**src/design/ssre_pkg.sv**
```systemverilog
`default_nettype none

package ssre_pkg;

    // longest row that is coded, in pixels
    localparam int MAX_ROW = 256;

    localparam int ROW_W  = $clog2(MAX_ROW + 1);
    localparam int SKIP_W = (ROW_W > 8) ? ROW_W : 8;

    localparam int LIT_W   = 7;
    localparam int LIT_MAX = 127;

    localparam logic [7:0] SKIP_BASE    = 8'h80;
    localparam logic [7:0] SKIP_FULL    = 8'hFF;
    localparam logic [7:0] ROW_END_CODE = 8'h80;

    localparam int ADDR_W = 3;
    localparam int DATA_W = 32;

    // register index as seen on paddr[2]
    localparam logic REG_ENABLE = 1'b0;
    localparam logic REG_COLOR  = 1'b1;

    typedef enum logic [2:0] {
        ST_IDLE,
        ST_SKIP,
        ST_LCNT,
        ST_LDATA,
        ST_REND
    } state_t;

    typedef enum logic [1:0] {
        SRC_SKIP,
        SRC_LCNT,
        SRC_LDATA,
        SRC_REND
    } byte_src_t;

    typedef struct packed {
        logic       enable;
        logic [7:0] color;
    } cfg_t;

    typedef struct packed {
        logic      accept;
        logic      push;
        logic      last;
        byte_src_t src;
    } dp_cmd_t;

    typedef struct packed {
        logic nj_skip;
        logic nj_lit;
        logic nj_rend;
        logic job_lit;
        logic job_rend;
        logic skip_last;
        logic lit_last;
        logic pack_full;
        logic out_free;
    } dp_status_t;

endpackage

`default_nettype wire

```
**src/design/ssre_cfg_regs.sv**
```systemverilog
`default_nettype none

module ssre_cfg_regs (
    input  wire logic                          clk,
    input  wire logic                          rst_n,
    input  wire logic                          psel,
    input  wire logic                          penable,
    input  wire logic                          pwrite,
    input  wire logic [ssre_pkg::ADDR_W-1:0]   paddr,
    input  wire logic [ssre_pkg::DATA_W-1:0]   pwdata,
    output logic      [ssre_pkg::DATA_W-1:0]   prdata,
    output logic                               pready,
    output ssre_pkg::cfg_t                     cfg
);

    logic       enable_reg;
    logic       enable_next;
    logic [7:0] color_reg;
    logic [7:0] color_next;
    logic       wr_en;

    assign pready = 1'b1;
    assign wr_en  = psel && penable && pwrite;

    always_comb
    begin
        enable_next = enable_reg;
        color_next  = color_reg;
        if (wr_en)
        begin
            unique case (paddr[2])
                ssre_pkg::REG_ENABLE: enable_next = pwdata[0];
                ssre_pkg::REG_COLOR:  color_next  = pwdata[7:0];
                default:              enable_next = enable_reg;
            endcase
        end
    end

    always_ff @(posedge clk or negedge rst_n)
    begin
        if (!rst_n)
        begin
            enable_reg <= 1'b0;
            color_reg  <= 8'h00;
        end
        else
        begin
            enable_reg <= enable_next;
            color_reg  <= color_next;
        end
    end

    always_comb
    begin
        unique case (paddr[2])
            ssre_pkg::REG_ENABLE: prdata = {{(ssre_pkg::DATA_W-1){1'b0}}, enable_reg};
            ssre_pkg::REG_COLOR:  prdata = {{(ssre_pkg::DATA_W-8){1'b0}}, color_reg};
            default:              prdata = '0;
        endcase
    end

    assign cfg.enable = enable_reg;
    assign cfg.color  = color_reg;

endmodule

`default_nettype wire

```
**src/design/ssre_ctrl.sv**
```systemverilog
`default_nettype none

module ssre_ctrl (
    input  wire logic                 clk,
    input  wire logic                 rst_n,
    input  wire logic                 in_valid,
    output logic                      in_stall,
    input  wire ssre_pkg::dp_status_t status,
    output ssre_pkg::dp_cmd_t         cmd
);

    ssre_pkg::state_t state_reg;
    ssre_pkg::state_t state_next;

    logic is_last;
    logic phase;

    always_ff @(posedge clk or negedge rst_n)
    begin
        if (!rst_n)
            state_reg <= ssre_pkg::ST_IDLE;
        else
            state_reg <= state_next;
    end

    always_comb
    begin
        state_next = state_reg;
        is_last    = 1'b0;
        phase      = 1'b0;
        cmd.src    = ssre_pkg::SRC_REND;
        cmd.accept = 1'b0;

        unique case (state_reg)
            ssre_pkg::ST_IDLE:
            begin
                cmd.accept = in_valid;
                if (in_valid)
                begin
                    priority if (status.nj_skip)
                        state_next = ssre_pkg::ST_SKIP;
                    else if (status.nj_lit)
                        state_next = ssre_pkg::ST_LCNT;
                    else if (status.nj_rend)
                        state_next = ssre_pkg::ST_REND;
                    else
                        state_next = ssre_pkg::ST_IDLE;
                end
            end
            ssre_pkg::ST_SKIP:
            begin
                phase   = 1'b1;
                cmd.src = ssre_pkg::SRC_SKIP;
                is_last = status.skip_last && !status.job_lit && !status.job_rend;
            end
            ssre_pkg::ST_LCNT:
            begin
                phase   = 1'b1;
                cmd.src = ssre_pkg::SRC_LCNT;
            end
            ssre_pkg::ST_LDATA:
            begin
                phase   = 1'b1;
                cmd.src = ssre_pkg::SRC_LDATA;
                is_last = status.lit_last && !status.job_rend;
            end
            ssre_pkg::ST_REND:
            begin
                phase   = 1'b1;
                cmd.src = ssre_pkg::SRC_REND;
                is_last = 1'b1;
            end
            default:
            begin
                state_next = ssre_pkg::ST_IDLE;
            end
        endcase

        // a byte that closes a word needs the output register free
        cmd.push = phase && (!(status.pack_full || is_last) || status.out_free);
        cmd.last = is_last;

        if (cmd.push)
        begin
            unique case (state_reg)
                ssre_pkg::ST_SKIP:
                begin
                    if (status.skip_last)
                    begin
                        priority if (status.job_lit)
                            state_next = ssre_pkg::ST_LCNT;
                        else if (status.job_rend)
                            state_next = ssre_pkg::ST_REND;
                        else
                            state_next = ssre_pkg::ST_IDLE;
                    end
                end
                ssre_pkg::ST_LCNT:  state_next = ssre_pkg::ST_LDATA;
                ssre_pkg::ST_LDATA:
                begin
                    if (status.lit_last)
                        state_next = status.job_rend ? ssre_pkg::ST_REND : ssre_pkg::ST_IDLE;
                end
                ssre_pkg::ST_REND:  state_next = ssre_pkg::ST_IDLE;
                default:            state_next = state_reg;
            endcase
        end
    end

    assign in_stall = (state_reg != ssre_pkg::ST_IDLE);

endmodule

`default_nettype wire

```
**src/design/ssre_datapath.sv**
```systemverilog
`default_nettype none

module ssre_datapath (
    input  wire logic                 clk,
    input  wire logic                 rst_n,
    input  wire ssre_pkg::cfg_t       cfg,
    input  wire logic [7:0]           pixel,
    input  wire logic                 end_of_row,
    input  wire ssre_pkg::dp_cmd_t    cmd,
    output ssre_pkg::dp_status_t      status,
    output logic [63:0]               code_word,
    output logic [3:0]                byte_count,
    output logic                      last_of_run,
    output logic                      row_overflow,
    output logic                      out_valid,
    input  wire logic                 out_stall
);

    localparam int LW = ssre_pkg::LIT_W;
    localparam int RW = ssre_pkg::ROW_W;
    localparam int SW = ssre_pkg::SKIP_W;

    // coder state
    logic [LW-1:0] lit_count_reg;
    logic [LW-1:0] lit_count_next;
    logic [SW-1:0] skip_count_reg;
    logic [SW-1:0] skip_count_next;
    logic [RW-1:0] row_pos_reg;
    logic [RW-1:0] row_pos_next;
    logic          ovf_seen_reg;
    logic          ovf_seen_next;

    // current job
    logic [SW-1:0] skip_rem_reg;
    logic [SW-1:0] skip_rem_next;
    logic [LW-1:0] lit_len_reg;
    logic [LW-1:0] lit_len_next;
    logic [LW-1:0] lit_idx_reg;
    logic [LW-1:0] lit_idx_next;
    logic          rend_reg;
    logic          rend_next;
    logic          flag_reg;
    logic          flag_next;

    // packer and output word
    logic [63:0]   pack_reg;
    logic [63:0]   pack_next;
    logic [2:0]    pack_cnt_reg;
    logic [2:0]    pack_cnt_next;
    logic [63:0]   word_reg;
    logic [63:0]   word_next;
    logic [3:0]    count_reg;
    logic [3:0]    count_next;
    logic          last_reg;
    logic          last_next;
    logic          oflag_reg;
    logic          oflag_next;
    logic          out_valid_reg;
    logic          out_valid_next;

    // literal buffer
    logic [7:0]    lit_mem [ssre_pkg::LIT_MAX];
    logic [7:0]    rd_data_reg;
    logic [LW-1:0] rd_addr;
    logic          lit_wr;

    // accept-time job decode
    logic          ovf_path;
    logic          transp;
    logic [SW-1:0] j_skip;
    logic [LW-1:0] j_lit;
    logic [LW-1:0] lit_after;
    logic [LW-1:0] lit_plus;

    logic          skip_big;
    logic          skip_last;
    logic          lit_last;
    logic [7:0]    cur_byte;
    logic [63:0]   word_ins;
    logic          complete;
    logic          out_free;

    always_comb
    begin
        ovf_path        = (row_pos_reg >= RW'(ssre_pkg::MAX_ROW));
        transp          = cfg.enable && (pixel == cfg.color);
        lit_plus        = lit_count_reg + LW'(1);
        j_skip          = '0;
        j_lit           = '0;
        lit_after       = lit_count_reg;
        skip_count_next = skip_count_reg;
        row_pos_next    = row_pos_reg;
        ovf_seen_next   = ovf_seen_reg || ovf_path;
        lit_wr          = 1'b0;

        if (!ovf_path)
        begin
            row_pos_next = row_pos_reg + RW'(1);
            if (transp)
            begin
                j_lit           = lit_count_reg;
                lit_after       = '0;
                skip_count_next = skip_count_reg + SW'(1);
            end
            else
            begin
                j_skip          = skip_count_reg;
                skip_count_next = '0;
                lit_wr          = 1'b1;
                // a full chunk goes out at once
                if (lit_plus == LW'(ssre_pkg::LIT_MAX))
                begin
                    j_lit     = lit_plus;
                    lit_after = '0;
                end
                else
                begin
                    lit_after = lit_plus;
                end
            end
        end

        if (end_of_row)
        begin
            if (lit_after != '0)
                j_lit = lit_after;
            lit_after       = '0;
            skip_count_next = '0;
            row_pos_next    = '0;
            ovf_seen_next   = 1'b0;
        end
        lit_count_next = lit_after;
    end

    assign skip_big  = (skip_rem_reg >= SW'(ssre_pkg::LIT_MAX));
    assign skip_last = (skip_rem_reg <= SW'(ssre_pkg::LIT_MAX));
    assign lit_last  = (lit_idx_reg == (lit_len_reg - LW'(1)));

    always_comb
    begin
        unique case (cmd.src)
            ssre_pkg::SRC_SKIP:
                cur_byte = skip_big ? ssre_pkg::SKIP_FULL
                                    : (ssre_pkg::SKIP_BASE | {1'b0, skip_rem_reg[6:0]});
            ssre_pkg::SRC_LCNT:  cur_byte = {{(8-LW){1'b0}}, lit_len_reg};
            ssre_pkg::SRC_LDATA: cur_byte = rd_data_reg;
            ssre_pkg::SRC_REND:  cur_byte = ssre_pkg::ROW_END_CODE;
            default:             cur_byte = ssre_pkg::ROW_END_CODE;
        endcase
    end

    // read one entry ahead so the next literal is ready when this one goes out
    always_comb
    begin
        rd_addr = '0;
        if (cmd.src == ssre_pkg::SRC_LDATA)
        begin
            if (cmd.push && !lit_last)
                rd_addr = lit_idx_reg + LW'(1);
            else
                rd_addr = lit_idx_reg;
        end
    end

    always_comb
    begin
        skip_rem_next = skip_rem_reg;
        lit_len_next  = lit_len_reg;
        lit_idx_next  = lit_idx_reg;
        rend_next     = rend_reg;
        flag_next     = flag_reg;
        if (cmd.accept)
        begin
            skip_rem_next = j_skip;
            lit_len_next  = j_lit;
            lit_idx_next  = '0;
            rend_next     = end_of_row;
            flag_next     = ovf_seen_reg || ovf_path;
        end
        else if (cmd.push)
        begin
            if (cmd.src == ssre_pkg::SRC_SKIP)
                skip_rem_next = skip_last ? '0 : (skip_rem_reg - SW'(ssre_pkg::LIT_MAX));
            if (cmd.src == ssre_pkg::SRC_LDATA)
                lit_idx_next = lit_idx_reg + LW'(1);
        end
    end

    assign out_free = !out_valid_reg || !out_stall;
    assign complete = cmd.push && ((pack_cnt_reg == 3'd7) || cmd.last);

    always_comb
    begin
        for (int i = 0; i < 8; i++)
        begin
            word_ins[8*i +: 8] = (pack_cnt_reg == 3'(i)) ? cur_byte : pack_reg[8*i +: 8];
        end

        pack_next      = pack_reg;
        pack_cnt_next  = pack_cnt_reg;
        word_next      = word_reg;
        count_next     = count_reg;
        last_next      = last_reg;
        oflag_next     = oflag_reg;
        out_valid_next = out_valid_reg && out_stall;

        if (complete)
        begin
            pack_next      = '0;
            pack_cnt_next  = '0;
            word_next      = word_ins;
            count_next     = {1'b0, pack_cnt_reg} + 4'd1;
            last_next      = cmd.last;
            oflag_next     = flag_reg;
            out_valid_next = 1'b1;
        end
        else if (cmd.push)
        begin
            pack_next     = word_ins;
            pack_cnt_next = pack_cnt_reg + 3'd1;
        end
    end

    always_ff @(posedge clk or negedge rst_n)
    begin
        if (!rst_n)
        begin
            lit_count_reg  <= '0;
            skip_count_reg <= '0;
            row_pos_reg    <= '0;
            ovf_seen_reg   <= 1'b0;
            skip_rem_reg   <= '0;
            lit_len_reg    <= '0;
            lit_idx_reg    <= '0;
            rend_reg       <= 1'b0;
            flag_reg       <= 1'b0;
            pack_reg       <= '0;
            pack_cnt_reg   <= '0;
            out_valid_reg  <= 1'b0;
        end
        else
        begin
            if (cmd.accept)
            begin
                lit_count_reg  <= lit_count_next;
                skip_count_reg <= skip_count_next;
                row_pos_reg    <= row_pos_next;
                ovf_seen_reg   <= ovf_seen_next;
            end
            skip_rem_reg  <= skip_rem_next;
            lit_len_reg   <= lit_len_next;
            lit_idx_reg   <= lit_idx_next;
            rend_reg      <= rend_next;
            flag_reg      <= flag_next;
            pack_reg      <= pack_next;
            pack_cnt_reg  <= pack_cnt_next;
            out_valid_reg <= out_valid_next;
        end
    end

    always_ff @(posedge clk)
    begin
        word_reg  <= word_next;
        count_reg <= count_next;
        last_reg  <= last_next;
        oflag_reg <= oflag_next;
    end

    always_ff @(posedge clk)
    begin
        if (cmd.accept && lit_wr)
            lit_mem[lit_count_reg] <= pixel;
        rd_data_reg <= lit_mem[rd_addr];
    end

    assign status.nj_skip   = (j_skip != '0);
    assign status.nj_lit    = (j_lit != '0);
    assign status.nj_rend   = end_of_row;
    assign status.job_lit   = (lit_len_reg != '0);
    assign status.job_rend  = rend_reg;
    assign status.skip_last = skip_last;
    assign status.lit_last  = lit_last;
    assign status.pack_full = (pack_cnt_reg == 3'd7);
    assign status.out_free  = out_free;

    assign code_word    = word_reg;
    assign byte_count   = count_reg;
    assign last_of_run  = last_reg;
    assign row_overflow = oflag_reg;
    assign out_valid    = out_valid_reg;

`ifndef ASSERT_OFF
    a_close_needs_room: assert property (@(posedge clk) disable iff (!rst_n)
        complete |-> out_free)
        else $error("word closed while output register busy");

    a_inner_word_full: assert property (@(posedge clk) disable iff (!rst_n)
        (out_valid_reg && !last_reg) |-> (count_reg == 4'd8))
        else $error("word short of eight bytes before the last one");

    a_skip_nonzero: assert property (@(posedge clk) disable iff (!rst_n)
        (cmd.push && (cmd.src == ssre_pkg::SRC_SKIP)) |-> (skip_rem_reg != '0))
        else $error("skip code pushed with nothing left to skip");

    a_lit_below_full: assert property (@(posedge clk) disable iff (!rst_n)
        cmd.accept |=> (lit_count_reg < LW'(ssre_pkg::LIT_MAX)))
        else $error("literal count reached a full chunk without flushing");
`endif

endmodule

`default_nettype wire

```
**src/design/sprite_skip_run_encoder_core.sv**
```systemverilog
// a pixel is taken while idle; one that completes no code leaves the encoder idle, one
// that completes codes holds off the next pixel while its code bytes (1 to 129 bytes)
// go out one per cycle as output stalls allow, via the byte-wide packer and the
// literal buffer read port; a word is output in the cycle after its last byte is packed
// reset clears config, row state, packer and output valid; the literal buffer holds
// no reset, and only entries that were written are used
`default_nettype none

module sprite_skip_run_encoder_core (
    input  wire logic                         clk,
    input  wire logic                         rst_n,
    input  wire logic                         psel,
    input  wire logic                         penable,
    input  wire logic                         pwrite,
    input  wire logic [ssre_pkg::ADDR_W-1:0]  paddr,
    input  wire logic [ssre_pkg::DATA_W-1:0]  pwdata,
    output logic      [ssre_pkg::DATA_W-1:0]  prdata,
    output logic                              pready,
    input  wire logic                         in_valid,
    output logic                              in_stall,
    input  wire logic [7:0]                   pixel,
    input  wire logic                         end_of_row,
    output logic                              out_valid,
    input  wire logic                         out_stall,
    output logic [63:0]                       code_word,
    output logic [3:0]                        byte_count,
    output logic                              last_of_run,
    output logic                              row_overflow
);

    ssre_pkg::cfg_t       cfg;
    ssre_pkg::dp_cmd_t    cmd;
    ssre_pkg::dp_status_t status;

    ssre_cfg_regs u_cfg (
        .clk     (clk),
        .rst_n   (rst_n),
        .psel    (psel),
        .penable (penable),
        .pwrite  (pwrite),
        .paddr   (paddr),
        .pwdata  (pwdata),
        .prdata  (prdata),
        .pready  (pready),
        .cfg     (cfg)
    );

    ssre_ctrl u_ctrl (
        .clk      (clk),
        .rst_n    (rst_n),
        .in_valid (in_valid),
        .in_stall (in_stall),
        .status   (status),
        .cmd      (cmd)
    );

    ssre_datapath u_dp (
        .clk          (clk),
        .rst_n        (rst_n),
        .cfg          (cfg),
        .pixel        (pixel),
        .end_of_row   (end_of_row),
        .cmd          (cmd),
        .status       (status),
        .code_word    (code_word),
        .byte_count   (byte_count),
        .last_of_run  (last_of_run),
        .row_overflow (row_overflow),
        .out_valid    (out_valid),
        .out_stall    (out_stall)
    );

endmodule

`default_nettype wire

```
**config.mk**
```make
export PLATFORM = sky130hd
export DESIGN_NAME = sprite_skip_run_encoder_core
export DESIGN_NICKNAME = d
export VERILOG_FILES = /design/src/design/ssre_pkg.sv /design/src/design/ssre_cfg_regs.sv /design/src/design/ssre_ctrl.sv /design/src/design/ssre_datapath.sv /design/src/design/sprite_skip_run_encoder_core.sv
export SDC_FILE = /design/constraint.sdc
export NUM_CORES = 2
export LEC_CHECK = 0
export ABC_CLOCK_PERIOD_IN_PS = 5300
export BUFFER_PORTS_ARGS = -buffer_cell sky130_fd_sc_hd__buf_2
export CAP_MARGIN = 20
export CORE_MARGIN = 2
export CORE_UTILIZATION = 55
export DETAILED_ROUTE_END_ITERATION = 12
export GPL_ROUTABILITY_DRIVEN = 0
export PLACE_DENSITY = 0.75
export REMOVE_ABC_BUFFERS = 1
export SYNTH_ARGS = -nofsm -noshare
export SYNTH_HDL_FRONTEND = slang
export SYNTH_SLANG_ARGS = --single-unit
```
**constraint.sdc**
```tcl
create_clock -name clk -period 5.3 [get_ports clk]
set_clock_uncertainty 0.2 [all_clocks]
set_input_delay 0.53 -clock clk [delete_from_list [all_inputs] [get_ports clk]]
set_output_delay 0.53 -clock clk [all_outputs]
set_load 0.005 [all_outputs]
```
=== Word level (Yosys, flattened, before mapping) ===
Memories as Yosys holds them, arrays and structs flattened. A register that Yosys moved wholly into a read port is not among the register bits.
Index checks and enable logic that the tools add are counted.
W data, S select, Z words.

* Flip-flop bits (word level): 201
* RAM bits: 1,016
* Input bits: 51
* Memories: 1

* $add $sub $neg: 8
* Magnitude comparators: 3
* Equality and inequality tests: 19
* Mux-type cells: 61
* Bitwise gates (word level): 1
* Reductions and logical operators: 39

{| class="wikitable"
|+ Memory list
! name !! depth !! width !! rd ports !! clocked after Yosys merged registers in !! write ports !! line !! source
|-
| u_dp.lit_mem || 127 || 8 || 1 || 1 || 1 || ssre_datapath.sv:62 || <nowiki>logic [7:0] lit_mem [ssre_pkg::LIT_MAX];</nowiki>
|}

{| class="wikitable"
|+ Operators by type and width
! cell !! count
|-
| $mux W64 || 2
|-
| $mux W7 || 15
|-
| $mux W9 || 11
|-
| $mux W8 || 8
|-
| $pmux W32 S2 || 1
|-
| $mux W3 || 11
|-
| $pmux W8 S4 || 1
|-
| $reduce_bool A7 Y1 || 3
|-
| $add A9 B1 Y9 const B || 2
|-
| $eq A3 B3 Y1 const B || 5
|-
| $add A7 B1 Y7 const B || 2
|-
| $eq A3 B2 Y1 const B || 4
|-
| $pmux W3 S4 || 1
|-
| $logic_and A1 B1 Y1 || 11
|-
| $reduce_and A2 Y1 || 5
|-
| $ge A9 B7 Y1 const B || 1
|-
| $ge A9 B9 Y1 const B || 1
|-
| $le A9 B7 Y1 const B || 1
|-
| $reduce_bool A9 Y1 || 1
|-
| $sub A9 B7 Y9 const B || 1
|-
| $eq A8 B8 Y1 || 1
|-
| $mux W1 || 8
|-
| $reduce_bool A2 Y1 || 4
|-
| $eq A7 B7 Y1 || 1
|-
| other kinds (19) || 30
|}

=== Longest topological paths before layout ===
* Depth after elaboration: 16
* Depth in mapped cells: 18
* Mapped depth without buffers: 14

=== Hierarchy ===
A second synthesis with hierarchy kept.

* Cell total of the unflattened synthesis: 3,950
* Area, all modules: 50,731.2 um2

{| class="wikitable"
|+ Modules (own cells, without submodules)
! module !! times used !! cells an instance !! area each (um2) !! seq. area each (um2)
|-
| ssre_datapath || 1 || 3,843 || 49,698.9 || 35,749.3
|-
| ssre_cfg_regs || 1 || 57 || 634.4 || 225.2
|-
| ssre_ctrl || 1 || 50 || 397.9 || 75.1
|}

=== Worst setup path after synthesis ===
OpenSTA, ideal clock, no wires.

* Path type: reg-to-reg
* From: reg u_dp.lit_len_reg[0]
* To: reg u_dp.count_reg[0], in the netlist u_dp.byte_count[0] (enable)
* Setup time: 823 ps
* Arrival time: 3,868 ps
* Required time: 4,277 ps
* Path slack: 409 ps
* Stages on the path, launching flop included: 14
* Buffers on the path: 1
* Cell sequence: dfrtp_1 inv_1 ha_1 or3b_4 o31a_1 o2111ai_4 nor3_4 nand2_1 a2111o_1 and2_1 clkbuf_1 o21ai_0 nand2_1 clkinv_1

* Word-level cells in the longest chain between the ends: 10
* Elaborated cells between the ends (all ways): 13
* Classes of those cells: add/sub (1); eq/ne (1); mux (1); reduce/logical (10)

{| class="wikitable"
|+ Ends and longest elaborated chain
! item !! line !! source
|-
| start, declared || ssre_datapath.sv:36 || <nowiki>logic [LW-1:0] lit_len_reg;</nowiki>
|-
| start signal, assigned || ssre_datapath.sv:251 || <nowiki>lit_len_reg <= lit_len_next;</nowiki>
|-
| branches (longest 4 deep; another with $sub A7 B1 Y7) || -- ||
|-
| $pmux W1 S3 * || ssre_ctrl.sv:34 || <nowiki>unique case (state_reg)</nowiki>
|-
| $logic_or A1 B1 Y1 * || ssre_ctrl.sv:80, ssre_datapath.sv:190 ||
|-
| $logic_not A1 Y1 || ssre_ctrl.sv:80 || <nowiki>cmd.push = phase && (!(status.pack_full || is_last) || status.out_free);</nowiki>
|-
| $logic_or A1 B1 Y1 || ssre_ctrl.sv:80 ||
|-
| $logic_and A1 B1 Y1 || ssre_ctrl.sv:80 ||
|-
| $logic_and A1 B1 Y1 * || ssre_datapath.sv:190 || <nowiki>assign complete = cmd.push && ((pack_cnt_reg == 3'd7) || cmd.last);</nowiki>
|-
| named net u_dp.complete || ssre_datapath.sv:80 || <nowiki>logic complete;</nowiki>
|-
| end signal, assigned || ssre_datapath.sv:264 || <nowiki>count_reg <= count_next;</nowiki>
|-
| end, declared || ssre_datapath.sv:52 || <nowiki>logic [3:0] count_reg;</nowiki>
|}

Mark *: on every way through the listed nets, which the timed path passes.
A chain may end at the register's enable or synchronous reset.

=== Worst setup path in the final report ===
* From: reg u_dp.lit_len_reg[0]
* To: reg u_dp.rd_data_reg[0], read port of u_dp.lit_mem

* Word-level cells in the longest chain between the ends: 12
* Elaborated cells between the ends (all ways): 16
* Classes of those cells: add/sub (1); eq/ne (1); mux (3); reduce/logical (11)

{| class="wikitable"
|+ Ends and longest elaborated chain
! item !! line !! source
|-
| branches (longest 9 deep; another with $sub A7 B1 Y7) || -- ||
|-
| $logic_and A1 B1 Y1 * || ssre_datapath.sv:158 || <nowiki>if (cmd.push && !lit_last)</nowiki>
|-
| $mux W7 * || ssre_datapath.sv:158 ||
|-
| $mux W7 * || ssre_datapath.sv:156 || <nowiki>if (cmd.src == ssre_pkg::SRC_LDATA)</nowiki>
|-
| end, declared || ssre_datapath.sv:63 || <nowiki>logic [7:0] rd_data_reg;</nowiki>
|}

Mark *: on every way between the ends.

==> summary.txt <==
Final layout
  – Post-route design area: 57300 sq um
  – Largest register FFs: 1016
  – Multi-input gate area: 13600 sq um
  – Post-layout util: 62.5%
  – Nets: 4215
  – Fill count: 6604
  – Most common cell after layout, fill and taps aside: edfxtp_1
  – P&R area growth vs syn: 12.3%
  – Leading cell types in the layout, fill and taps excluded: 1086 x edfxtp_1, 845 x nand2_1, 245 x a21oi_1
  – Proportion of layout cells with a drive suffix above 1: 11.5%
  – # diodes: 0
  – FF+latch area: 36000 sq um

Clock tree
  – Post_cts resized: 0
  – Maximum buffer depth of the clock tree: 3
  – Clk slew on worst S/H paths: 0.06 ns
  – Clock buffers created by TritonCTS: 117
  – Clock Sinks: 1225
  – Clk_lat worst skew: 0.72 ns
  – Number of H-tree levels: 3
  – CTS tree: yes
  – Root buf cell: clkbuf_16

Run
  – Max_cap viols: 0

Route
  – Routed len/inst: 23.7 microns
  – First-pass iteration count of the detailed router: 6
  – Vias per inst: 6.13
  – Initial drt markers: 4482
  – Final wirelength: 130 mm
  – Post-route ant nets: 0
  – Vias: 33.7k
  – DRC: 0

Worst setup path
  – Startpoint Class: flip-flop
  – CP arrival: 5.49 ns
  – Worst Path Required: 5.66 ns
  – Setup CP Type: flip-flop to flip-flop
  – R2R Setup Slk: 0.17 ns
  – CP Capture Type: flip-flop
  – Worst-path maximum fanout: 10

Logic synthesis
  – Post-synth top area cell: edfxtp_1
  – Top cells by area, synth: edfxtp_1 64%, dfrtp_1 6.4%, nand2_1 6.2%
  – Sequential share of the synthesized area: 70.6%
  – Synthesis Warnings: 0
  – Distinct cells, synth: 83
  – Cells after synthesis: 4026
  – Post-synth top flop: edfxtp_1
  – #FFs+latches synth: 1225
  – Syn Std Cell Area: 51000 sq um
  – Top cell type's share of synthesized area: 63.9%
  – Ys async rst share: 10.7%
  – Mean post-synth cell area: 12.7 sq um
  – Post-synth EDFFs: 1086

Global routing
  – Number of global-route vias before repair: 31.7k
  – GRT Util Overall: 26.9%
  – First-pass GRT wire length: 193 mm
  – Largest net degree at the start of global routing: 96
  – Grt met1 use: 37.3%
  – GR Util met2: 42.1%
  – GRT overflow: 0
  – Initial antenna violation count: 5
  – Met3 Usage GRT: 4.77%
  – GR peak layer: met2

STA
  – Max Slew Vio Count: 0
  – Setup WS post-layout: 0.169 ns
  – Least-Margin Pin Slew: 1.22 ns
  – Setup TNS: 0 ns
  – Fmax: 195 MHz
  – Min Tclk post-route: 5.13 ns
  – Tcrit/Tclk final: 96.8%
  – RSZ-0062 raised after global routing: false
  – Setup Viol. Count Final: 0
  – Fin. Hold Viols: 0
  – Worst rel slew slack: 18.0%

Floorplanning
  – Starting density of the core: 55.6%
  – Die area: 95300 sq um
  – Core box area: 91800 sq um
  – Die height: 309 microns
  – Die X: 309 microns
  – Io pins: 156
  – Num rows: 111

Power and ir drop
  – Lkg Pwr: 20.5 nW
  – Final Power: 35.9 mW
  – IR drop worst, VDD: 0.000515 V
  – Power per cell area: 626 nW/um^2

Placed design
  – Place WS: 0.195 ns
  – Port Buffers: 104
  – Placement Cell Area: 53300 sq um
  – Final HPWL from detailed placement: 79.1 mm

Run status
  – Status: completed

Min path
  – Tightest Hold Check Type: input port to flip-flop
==> kinds of logic after synthesis <==
| group | count (synthesis) | synth area share (%) |
|---|---|---|
| xor+xnor | 28 | 0.480 |
| mux | 200 | 3.99 |
| simple gates | 1552 | 13.2 |
| fa+ha+maj | 14 | 0.343 |
| other cells | 2 | 0.0147 |
| buf+inv | 321 | 3.10 |
| compound gates | 684 | 8.25 |
| flops | 1225 | 70.6 |
==> final cells by class <==
cell class                 instances  area share [%]
clock buffer                     146            5.44
timing repair buffer             262            3.59
inverter                          40           0.262
sequential                      1225            62.9
tap                             1243            2.71
clock inverter                    74            1.37
multi-input combinational       2504            23.8
==> worst paths after layout <==
path / startpoint / to / cells after the start
worst max-delay path: u_dp.lit_len_reg[0] / u_dp.rd_data_reg[0] / 16
worst min-delay path: penable / u_cfg.enable_reg / 4
worst max register to register: u_dp.lit_len_reg[0] / u_dp.rd_data_reg[0] / 16
worst min register to register: u_dp.flag_reg / u_dp.row_overflow / 0
max in group asynchronous: rst_n / u_cfg.enable_reg / 3
min in group asynchronous: rst_n / u_dp.pack_reg[28] / 2
==> layer usage <==
metal / up-vias / routed length [microns]
met1: 16500 / 50800
met3: 307 / 13000
met4: 10 / 5930
met2: 1832 / 60300
li1: 15100 / -
met5: - / 67
==> timing repair <==
item                                    4_1_cts  5_1_grt
hold buffers                                 10        0
endpoints found under the hold margin       105        0
setup buffers                                 0        3
endpoints found under the setup margin        0        6
==> critical path, stage by stage, from the launching register on <==
cell and delay [ns]:
dfrtp_1 0.44, inv_1 0.10, ha_1 0.24, or3b_4 0.43, nor4_4 0.27, o2111ai_4 0.22, o31ai_4 0.56, nor2_1 0.12
xor2_1 0.23, and2_1 0.47, buf_4 0.30, nand2_1 0.22, a311oi_1 0.48, nor4bb_1 0.18, a311oi_1 0.31, buf_4 0.18
a41oi_1 0.04
==> cells in the mapped netlist, types with 8 or more instances <==
cell,number
a211oi_1,29
mux2i_1,178
inv_1,39
nor2_1,227
edfxtp_1,1086
a311oi_1,62
nor3_1,61
dfxtp_1,8
buf_2,83
nand3_1,220
buf_4,58
a31oi_1,30
xnor2_1,17
dfrtp_1,131
xor2_1,11
ha_1,14
mux2_2,20
and3_1,42
o21ai_1,20
o221ai_1,22
clkbuf_1,117
nand2b_1,8
nor2b_1,23
a21oi_1,247
buf_1,15
nand2_1,849
o21ai_0,145
nor4_1,57
o22ai_1,53
nand4_1,14
or4_1,9
a22oi_1,11
and2_1,15
o31ai_1,8
==> through the flow <==
stage	hold slack [ns]	cells
after detailed placement	0.236	5260
after CTS	0.0409	5490
final	0.0816	5494
after global routing	0.0928	5494
after global placement	0.243	5260
after floorplan	0.0344	3768
==> report_power, final <==
group | switching, mW | internal, mW
combinational | 10.7 | 5.28
clock | 3.59 | 4.82
sequential | 0.350 | 11.1
No activity file was read; power rests on OpenSTA's default activity.
